<file path="src/rtl/core/h2r_pkg.sv">
`default_nettype none

package h2r_pkg;

	// field widths
	localparam int unsigned HUE_W = 13;
	localparam int unsigned CH_W  = 8;

	// hue geometry in sixteenths of a degree
	localparam int unsigned SECTOR_SPAN = 960;
	localparam int unsigned HUE_CIRCLE  = 5760;
	localparam int unsigned FRAC_FULL   = 255;
	localparam int unsigned QT_DENOM    = FRAC_FULL * SECTOR_SPAN;

	// internal widths
	localparam int unsigned SEC_W  = 3;
	localparam int unsigned REM_W  = 10;
	localparam int unsigned PROD_W = 18;
	localparam int unsigned PN_W   = 2 * CH_W;
	localparam int unsigned NUM_W  = CH_W + PROD_W;

	// reciprocal for exact division of the q/t numerators by QT_DENOM
	localparam int unsigned QT_SHIFT = NUM_W + PROD_W;
	localparam longint unsigned QT_RECIP =
		((64'd1 << QT_SHIFT) + QT_DENOM - 1) / QT_DENOM;
	localparam int unsigned QT_RECIP_W = 27;
	localparam int unsigned QT_MUL_W   = NUM_W + QT_RECIP_W;

	// reciprocal for exact division of the p numerator by 255
	localparam int unsigned P_SHIFT = PN_W + CH_W;
	localparam longint unsigned P_RECIP =
		((64'd1 << P_SHIFT) + FRAC_FULL - 1) / FRAC_FULL;
	localparam int unsigned P_RECIP_W = 17;
	localparam int unsigned P_MUL_W   = PN_W + P_RECIP_W;

	// 60-degree hue sectors
	typedef enum logic [SEC_W-1:0] {
		SEC_R_Y = 3'd0,
		SEC_Y_G = 3'd1,
		SEC_G_C = 3'd2,
		SEC_C_B = 3'd3,
		SEC_B_M = 3'd4,
		SEC_M_R = 3'd5
	} sector_t;

endpackage

`default_nettype wire

</file>
<file path="src/rtl/core/h2r_in_if.sv">
`default_nettype none

interface h2r_in_if
	import h2r_pkg::*;
();
	logic            valid;
	logic            ready;
	logic [HUE_W-1:0] hue;
	logic [CH_W-1:0]  saturation;
	logic [CH_W-1:0]  brightness;

	modport source (output valid, output hue, output saturation, output brightness,
		input ready);
	modport sink (input valid, input hue, input saturation, input brightness,
		output ready);
endinterface

`default_nettype wire

</file>
<file path="src/rtl/core/h2r_out_if.sv">
`default_nettype none

interface h2r_out_if
	import h2r_pkg::*;
();
	logic            valid;
	logic            ready;
	logic [CH_W-1:0] red;
	logic [CH_W-1:0] green;
	logic [CH_W-1:0] blue;

	modport source (output valid, output red, output green, output blue, input ready);
	modport sink (input valid, input red, input green, input blue, output ready);
endinterface

`default_nettype wire

</file>
<file path="src/rtl/core/hsv_to_rgb_converter_top.sv">
// five register stages, s1 to s5; an accepted item is registered into each in turn, then shown at the output
// throughput: one item per clock; the pipeline holds as a whole while the output is stalled
// every stage, the reciprocal multipliers feeding stage four included, takes one item per cycle while it moves
// reset: arst_n clears all stage valid bits asynchronously; payload registers are not reset
`default_nettype none

module hsv_to_rgb_converter_top
	import h2r_pkg::*;
(
	input  wire        clk,
	input  wire        arst_n,
	h2r_in_if.sink     pix_in,
	h2r_out_if.source  pix_out
);

	logic adv;

	logic vld_s1, vld_s2, vld_s3, vld_s4, vld_s5;

	// stage 1 payload
	sector_t            sec_s1;
	logic [REM_W-1:0]   rem_s1;
	logic [CH_W-1:0]    sat_s1;
	logic [CH_W-1:0]    val_s1;
	// stage 2 payload
	sector_t            sec_s2;
	logic [CH_W-1:0]    val_s2;
	logic [PROD_W-1:0]  sr_s2;
	logic [PROD_W-1:0]  st_s2;
	logic [PN_W-1:0]    pn_s2;
	// stage 3 payload
	sector_t            sec_s3;
	logic [CH_W-1:0]    val_s3;
	logic [NUM_W-1:0]   qx_s3;
	logic [NUM_W-1:0]   tx_s3;
	logic [PN_W-1:0]    pn_s3;
	// stage 4 payload
	sector_t            sec_s4;
	logic [CH_W-1:0]    val_s4;
	logic [CH_W-1:0]    qm_s4;
	logic [CH_W-1:0]    tm_s4;
	logic [CH_W-1:0]    pm_s4;
	// stage 5 payload
	logic [CH_W-1:0]    red_s5;
	logic [CH_W-1:0]    green_s5;
	logic [CH_W-1:0]    blue_s5;

	// whole pipeline moves unless a result is held at the output
	assign adv          = !vld_s5 || pix_out.ready;
	assign pix_in.ready = adv;

	// hue wrap and sector split
	logic [HUE_W-1:0] hue_w;
	sector_t          sec_d;
	logic [HUE_W-1:0] base_d;
	logic [HUE_W-1:0] rem_full;

	always_comb begin
		if (pix_in.hue >= HUE_W'(HUE_CIRCLE)) begin
			hue_w = pix_in.hue - HUE_W'(HUE_CIRCLE);
		end else begin
			hue_w = pix_in.hue;
		end
		priority if (hue_w >= HUE_W'(5 * SECTOR_SPAN)) begin
			sec_d  = SEC_M_R;
			base_d = HUE_W'(5 * SECTOR_SPAN);
		end else if (hue_w >= HUE_W'(4 * SECTOR_SPAN)) begin
			sec_d  = SEC_B_M;
			base_d = HUE_W'(4 * SECTOR_SPAN);
		end else if (hue_w >= HUE_W'(3 * SECTOR_SPAN)) begin
			sec_d  = SEC_C_B;
			base_d = HUE_W'(3 * SECTOR_SPAN);
		end else if (hue_w >= HUE_W'(2 * SECTOR_SPAN)) begin
			sec_d  = SEC_G_C;
			base_d = HUE_W'(2 * SECTOR_SPAN);
		end else if (hue_w >= HUE_W'(SECTOR_SPAN)) begin
			sec_d  = SEC_Y_G;
			base_d = HUE_W'(SECTOR_SPAN);
		end else begin
			sec_d  = SEC_R_Y;
			base_d = '0;
		end
		rem_full = hue_w - base_d;
	end

	// stage 2 products
	logic [REM_W-1:0]  crem_d;
	logic [PROD_W-1:0] sr_d;
	logic [PROD_W-1:0] st_d;
	logic [PN_W-1:0]   pn_d;

	assign crem_d = REM_W'(SECTOR_SPAN) - rem_s1;
	assign sr_d   = PROD_W'(sat_s1) * PROD_W'(rem_s1);
	assign st_d   = PROD_W'(sat_s1) * PROD_W'(crem_d);
	assign pn_d   = PN_W'(val_s1) * PN_W'(CH_W'(FRAC_FULL) - sat_s1);

	// stage 3 numerators of q and t
	logic [PROD_W-1:0] qa_d;
	logic [PROD_W-1:0] ta_d;
	logic [NUM_W-1:0]  qx_d;
	logic [NUM_W-1:0]  tx_d;

	assign qa_d = PROD_W'(QT_DENOM) - sr_s2;
	assign ta_d = PROD_W'(QT_DENOM) - st_s2;
	assign qx_d = NUM_W'(val_s2) * NUM_W'(qa_d);
	assign tx_d = NUM_W'(val_s2) * NUM_W'(ta_d);

	// stage 4 exact division by reciprocal multiply
	logic [QT_MUL_W-1:0] qprod;
	logic [QT_MUL_W-1:0] tprod;
	logic [P_MUL_W-1:0]  pprod;

	assign qprod = QT_MUL_W'(qx_s3) * QT_MUL_W'(QT_RECIP);
	assign tprod = QT_MUL_W'(tx_s3) * QT_MUL_W'(QT_RECIP);
	assign pprod = P_MUL_W'(pn_s3) * P_MUL_W'(P_RECIP);

	// stage 5 sector routing
	logic [CH_W-1:0] red_d, green_d, blue_d;

	always_comb begin
		unique case (sec_s4)
			SEC_R_Y: begin
				red_d = val_s4; green_d = tm_s4;  blue_d = pm_s4;
			end
			SEC_Y_G: begin
				red_d = qm_s4;  green_d = val_s4; blue_d = pm_s4;
			end
			SEC_G_C: begin
				red_d = pm_s4;  green_d = val_s4; blue_d = tm_s4;
			end
			SEC_C_B: begin
				red_d = pm_s4;  green_d = qm_s4;  blue_d = val_s4;
			end
			SEC_B_M: begin
				red_d = tm_s4;  green_d = pm_s4;  blue_d = val_s4;
			end
			default: begin
				red_d = val_s4; green_d = pm_s4;  blue_d = qm_s4;
			end
		endcase
	end

	// valid bits
	always_ff @(posedge clk or negedge arst_n) begin
		if (!arst_n) begin
			vld_s1 <= 1'b0;
			vld_s2 <= 1'b0;
			vld_s3 <= 1'b0;
			vld_s4 <= 1'b0;
			vld_s5 <= 1'b0;
		end else if (adv) begin
			vld_s1 <= pix_in.valid;
			vld_s2 <= vld_s1;
			vld_s3 <= vld_s2;
			vld_s4 <= vld_s3;
			vld_s5 <= vld_s4;
		end
	end

	// payload registers
	always_ff @(posedge clk) begin
		if (adv) begin
			sec_s1   <= sec_d;
			rem_s1   <= rem_full[REM_W-1:0];
			sat_s1   <= pix_in.saturation;
			val_s1   <= pix_in.brightness;

			sec_s2   <= sec_s1;
			val_s2   <= val_s1;
			sr_s2    <= sr_d;
			st_s2    <= st_d;
			pn_s2    <= pn_d;

			sec_s3   <= sec_s2;
			val_s3   <= val_s2;
			qx_s3    <= qx_d;
			tx_s3    <= tx_d;
			pn_s3    <= pn_s2;

			sec_s4   <= sec_s3;
			val_s4   <= val_s3;
			qm_s4    <= qprod[QT_SHIFT +: CH_W];
			tm_s4    <= tprod[QT_SHIFT +: CH_W];
			pm_s4    <= pprod[P_SHIFT +: CH_W];

			red_s5   <= red_d;
			green_s5 <= green_d;
			blue_s5  <= blue_d;
		end
	end

	assign pix_out.valid = vld_s5;
	assign pix_out.red   = red_s5;
	assign pix_out.green = green_s5;
	assign pix_out.blue  = blue_s5;

	// sector split stays inside one sector
	a_rem_range: assert property (@(posedge clk) disable iff (!arst_n)
		vld_s1 |-> (rem_s1 < REM_W'(SECTOR_SPAN)))
		else $error("sector remainder out of range");

	// the p, q and t terms never exceed the brightness
	a_terms_le_v: assert property (@(posedge clk) disable iff (!arst_n)
		vld_s4 |-> (pm_s4 <= val_s4 && qm_s4 <= val_s4 && tm_s4 <= val_s4))
		else $error("color term above brightness");

	// a stalled pipeline keeps its items in place
	a_hold_s4: assert property (@(posedge clk) disable iff (!arst_n)
		(vld_s4 && !adv) |=> (vld_s4 && $stable(qm_s4) && $stable(sec_s4)))
		else $error("stage four item lost during stall");

	// an item accepted while moving reaches stage one
	a_enter: assert property (@(posedge clk) disable iff (!arst_n)
		(pix_in.valid && pix_in.ready) |=> vld_s1)
		else $error("accepted item missing from stage one");

endmodule

`default_nettype wire

</file>
<file path="src/flat_wrapper.sv">
// flat-port wrapper written by rule: the top's interface ports become plain ports
module hsv_to_rgb_converter_top_flat import h2r_pkg::*;
  (clk, arst_n, pix_in_valid, pix_in_hue, pix_in_saturation, pix_in_brightness, pix_in_ready, pix_out_valid, pix_out_red, pix_out_green, pix_out_blue, pix_out_ready);
  h2r_in_if pix_in_i ();
  h2r_out_if pix_out_i ();
  input  wire clk;
  input  wire arst_n;
  input wire logic [$bits(pix_in_i.valid)-1:0] pix_in_valid;
  input wire logic [$bits(pix_in_i.hue)-1:0] pix_in_hue;
  input wire logic [$bits(pix_in_i.saturation)-1:0] pix_in_saturation;
  input wire logic [$bits(pix_in_i.brightness)-1:0] pix_in_brightness;
  output wire logic [$bits(pix_in_i.ready)-1:0] pix_in_ready;
  output wire logic [$bits(pix_out_i.valid)-1:0] pix_out_valid;
  output wire logic [$bits(pix_out_i.red)-1:0] pix_out_red;
  output wire logic [$bits(pix_out_i.green)-1:0] pix_out_green;
  output wire logic [$bits(pix_out_i.blue)-1:0] pix_out_blue;
  input wire logic [$bits(pix_out_i.ready)-1:0] pix_out_ready;
  assign pix_in_i.valid = pix_in_valid;
  assign pix_in_i.hue = pix_in_hue;
  assign pix_in_i.saturation = pix_in_saturation;
  assign pix_in_i.brightness = pix_in_brightness;
  assign pix_in_ready = pix_in_i.ready;
  assign pix_out_valid = pix_out_i.valid;
  assign pix_out_red = pix_out_i.red;
  assign pix_out_green = pix_out_i.green;
  assign pix_out_blue = pix_out_i.blue;
  assign pix_out_i.ready = pix_out_ready;
  hsv_to_rgb_converter_top u_core (.clk(clk), .arst_n(arst_n), .pix_in(pix_in_i), .pix_out(pix_out_i));
endmodule
</file>
<file path="config.mk">
export PLATFORM = sky130hd
export DESIGN_NAME = hsv_to_rgb_converter_top_flat
export DESIGN_NICKNAME = d
export VERILOG_FILES = /design/src/rtl/core/h2r_pkg.sv /design/src/rtl/core/h2r_in_if.sv /design/src/rtl/core/h2r_out_if.sv /design/src/rtl/core/hsv_to_rgb_converter_top.sv /design/src/flat_wrapper.sv
export SDC_FILE = /design/constraint.sdc
export NUM_CORES = 2
export LEC_CHECK = 0
export BUFFER_PORTS_ARGS = -buffer_cell sky130_fd_sc_hd__buf_2
export CAP_MARGIN = 20
export CELL_PAD_IN_SITES_DETAIL_PLACEMENT = 1
export CELL_PAD_IN_SITES_GLOBAL_PLACEMENT = 2
export CORE_ASPECT_RATIO = 0.75
export CORE_UTILIZATION = 36
export CTS_BUF_LIST = sky130_fd_sc_hd__clkbuf_4
export CTS_CLUSTER_SIZE = 25
export DETAILED_ROUTE_END_ITERATION = 12
export PLACE_DENSITY = 0.68
export SKIP_CTS_REPAIR_TIMING = 1
export SYNTH_ARGS = -nofsm -noshare
export SYNTH_HDL_FRONTEND = slang
export SYNTH_SLANG_ARGS = --single-unit
</file>
<file path="constraint.sdc">
create_clock -name clk -period 15.4 [get_ports clk]
set_input_delay 0.77 -clock clk [delete_from_list [all_inputs] [get_ports clk]]
set_output_delay 0.77 -clock clk [all_outputs]
set_load 0.01 [all_outputs]
</file>
==> impl_metrics.json <==
{
  "outcome": "finished clean",
  "max_slew_margin_pct": 28.6,
  "hold_viol_final": 0,
  "drt_iter0_markers": 1137,
  "row_count": 109,
  "grt_first_pass_wirelength_um": 175000,
  "synth_fp_nets": 5690,
  "boundaryPins": 59,
  "die_y_um": 302,
  "grt_max_degree": 72,
  "wl_um": 108000,
  "wl_per_cell_um": 18.2,
  "track_usage_pct": 18.4,
  "cts.sinks": 233,
  "setup_viol": 0,
  "worst_ep_arrival_time_ns": 7.64,
  "synth.top_cell.area_share_pct": 29.9,
  "synth_edf_count": 228,
  "cts.clk_slew.worst_paths_ns": 0.07,
  "root_buffer": "clkbuf_4",
  "drive_above_1_share_pct": 5.70,
  "finalSetupTns_ns": 0,
  "synthArstFlopShare_pct": 2.15,
  "vias_per_cell": 4.82,
  "synth.distinct_cells": 77,
  "grt-ovfl-total": 0,
  "vias": 28560,
  "syn_to_final_growth_pct": 7.39,
  "cts_made_buffers": 74,
  "yosysMostFrequentCell": "inv_1",
  "dieWidth_um": 401,
  "ys_seq_area_share_pct": 16.2,
  "synth_flop_cell": "edfxtp_1",
  "slew_viol_final": 0,
  "yosysTopAreaCell": "fa_1",
  "htree_levels": 3,
  "insertion_delay_ns": 0.87,
  "cts_tree": "yes",
  "avgSynthCellArea_um2": 10.2,
  "routabilityCongestion": 0.829,
  "dp_hpwl_um": 90300,
  "yosys-top-cells-count": "inv_1, ha_1, fa_1",
  "synthTopCellsByArea": "fa_1, ha_1, edfxtp_1",
  "min_path_type": "in2reg",
  "rsz0062_at_grt": "false",
  "rrSetupSlack_ns": 8.34,
  "crit_path_max_fanout": 8,
  "finalCritPeriodShare_pct": 45.8,
  "synthCells": 4210,
  "initial_core_util_pct": 36.4,
  "antenna_found_initial": 4,
  "grt_pass1_vias": 31124,
  "critPathKind": "reg2reg",
  "cap_viol_max_count": 0,
  "cts_max_path_buffers": 3,
  "synthesis.area_um2": 43100,
  "fin_crit_ns": 7.06,
  "ys_ff_latch": 233,
  "dr.pass1.iters": 8,
  "drc": 0,
  "worst_pin_slew_ns": 1.07,
  "core_area_um2": 118000,
  "die_area_um2": 121000,
  "ys_warn_count": 0,
  "port_buffers": 58,
  "drtAntennaViolNets": 0,
  "required_ns": 15.98,
  "critPathCaptureType": "flop",
  "worst_setup_path_start_kind": "flop",
  "max_freq_mhz": 142,
  "fin_worst_skew_ns": 0.0752,
  "fin_nets": 5788
}
metal layers:
metal | wire length [um] | vias up | track usage [%]
li1 | - | 13782 | -
met1 | 58300 | 14405 | 28.5
met2 | 44800 | 287 | 27.4
met3 | 3210 | 86 | 2.26
met4 | 1560 | 0 | 3.53
met5 | 0 | - | 0
cells in the final DEF (no fill, tap or decap), drive strengths merged, types with 9 or more instances in the layout:
cell,Yosys,final
nor4,12,12
and3,16,16
a2111oi,9,9
nand3,37,37
nor2,109,109
a211oi,32,32
o21a,16,16
o21bai,12,12
dlygate4sd3,0,11
o211ai,9,9
or3,11,11
fa,643,643
o22ai,18,18
nand2,188,188
edfxtp,228,228
inv,965,971
a21o,61,61
a31oi,12,12
mux2i,18,18
a21oi,130,130
o21ai,73,73
mux2,26,26
clkinv,0,27
ha,804,804
clkbuf,63,99
and2,242,242
xor2,47,47
nand2b,55,55
buf,7,81
nor3,38,38
nor2b,127,127
nand4,20,20
xnor2,102,102
flip-flops by register name (all words and copies together) (netlist names), 10 cells and up:
name,count
u_core.rem_s1,10
u_core.st_s2,18
u_core.qx_s3,25
u_core.tx_s3,26
u_core.pn_s3,16
u_core.sr_s2,17
u_core.pn_s2,16
worst max-delay path, cell delays in order (launching register included):
cell,delay [ns]
edfxtp_1,0.75
ha_1,0.38
fa_1,0.50
fa_1,0.50
ha_1,0.31
fa_1,0.59
fa_1,0.44
fa_1,0.44
ha_1,0.35
a21oi_1,0.37
o21ai_0,0.13
a41oi_1,0.24
o21ai_0,0.16
a221oi_1,0.71
a311oi_1,0.29
a31oi_1,0.34
o21bai_1,0.12
xor2_1,0.15
final timing paths:
path | startpoint | to | cells after the start
worst max-delay path | u_core.qx_s3[20] | u_core.qm_s4[6] | 17
worst min-delay path | pix_in_saturation[1] | u_core.sat_s1[1] | 1
worst max register to register | u_core.qx_s3[20] | u_core.qm_s4[6] | 17
worst min register to register | u_core.pn_s2[3] | u_core.pn_s3[3] | 0
max in group asynchronous | arst_n | u_core.vld_s2 | 2
min in group asynchronous | arst_n | u_core.vld_s3 | 2
area by class of cell:
type | instances | area (um2)
fill | 13314 | 72000
multi-input combinational | 2942 | 32200
sequential | 233 | 6970
inverter | 965 | 3620
tap | 1554 | 1940
clock buffer | 99 | 743
timing repair buffer | 92 | 573
clock inverter | 34 | 180
antenna | 4 | 10.0
per-stage QoR:
stage	std cells	utilization, %	setup slack, ns	instance area [um2]	hold WS [ns]
floorplan	4210	-	7.06	43100	0.400
global placement	5775	38.2	8.45	45200	0.402
detailed placement	5775	38.2	8.35	45200	0.405
CTS	5908	39.0	8.30	46100	-0.385
global route	5923	39.1	7.94	46300	-0.0245
finish	5923	39.1	8.34	46300	0.106
cell families (layout without fill, tap and decap cells):
logic type	Yosys count	after routing	synth area share, %
mux	44	44	1.10
flops	233	233	16.2
simple gates	879	879	10.9
xor+xnor	149	149	3.05
compound gates	423	423	6.44
buf+inv	1035	1190	9.05
fa+ha+maj	1447	1447	53.2
other cells	0	4	0
Power is left out: the tool's default activity adds up to more than one toggle a clock period on the data nets, which glitch-free logic cannot reach.
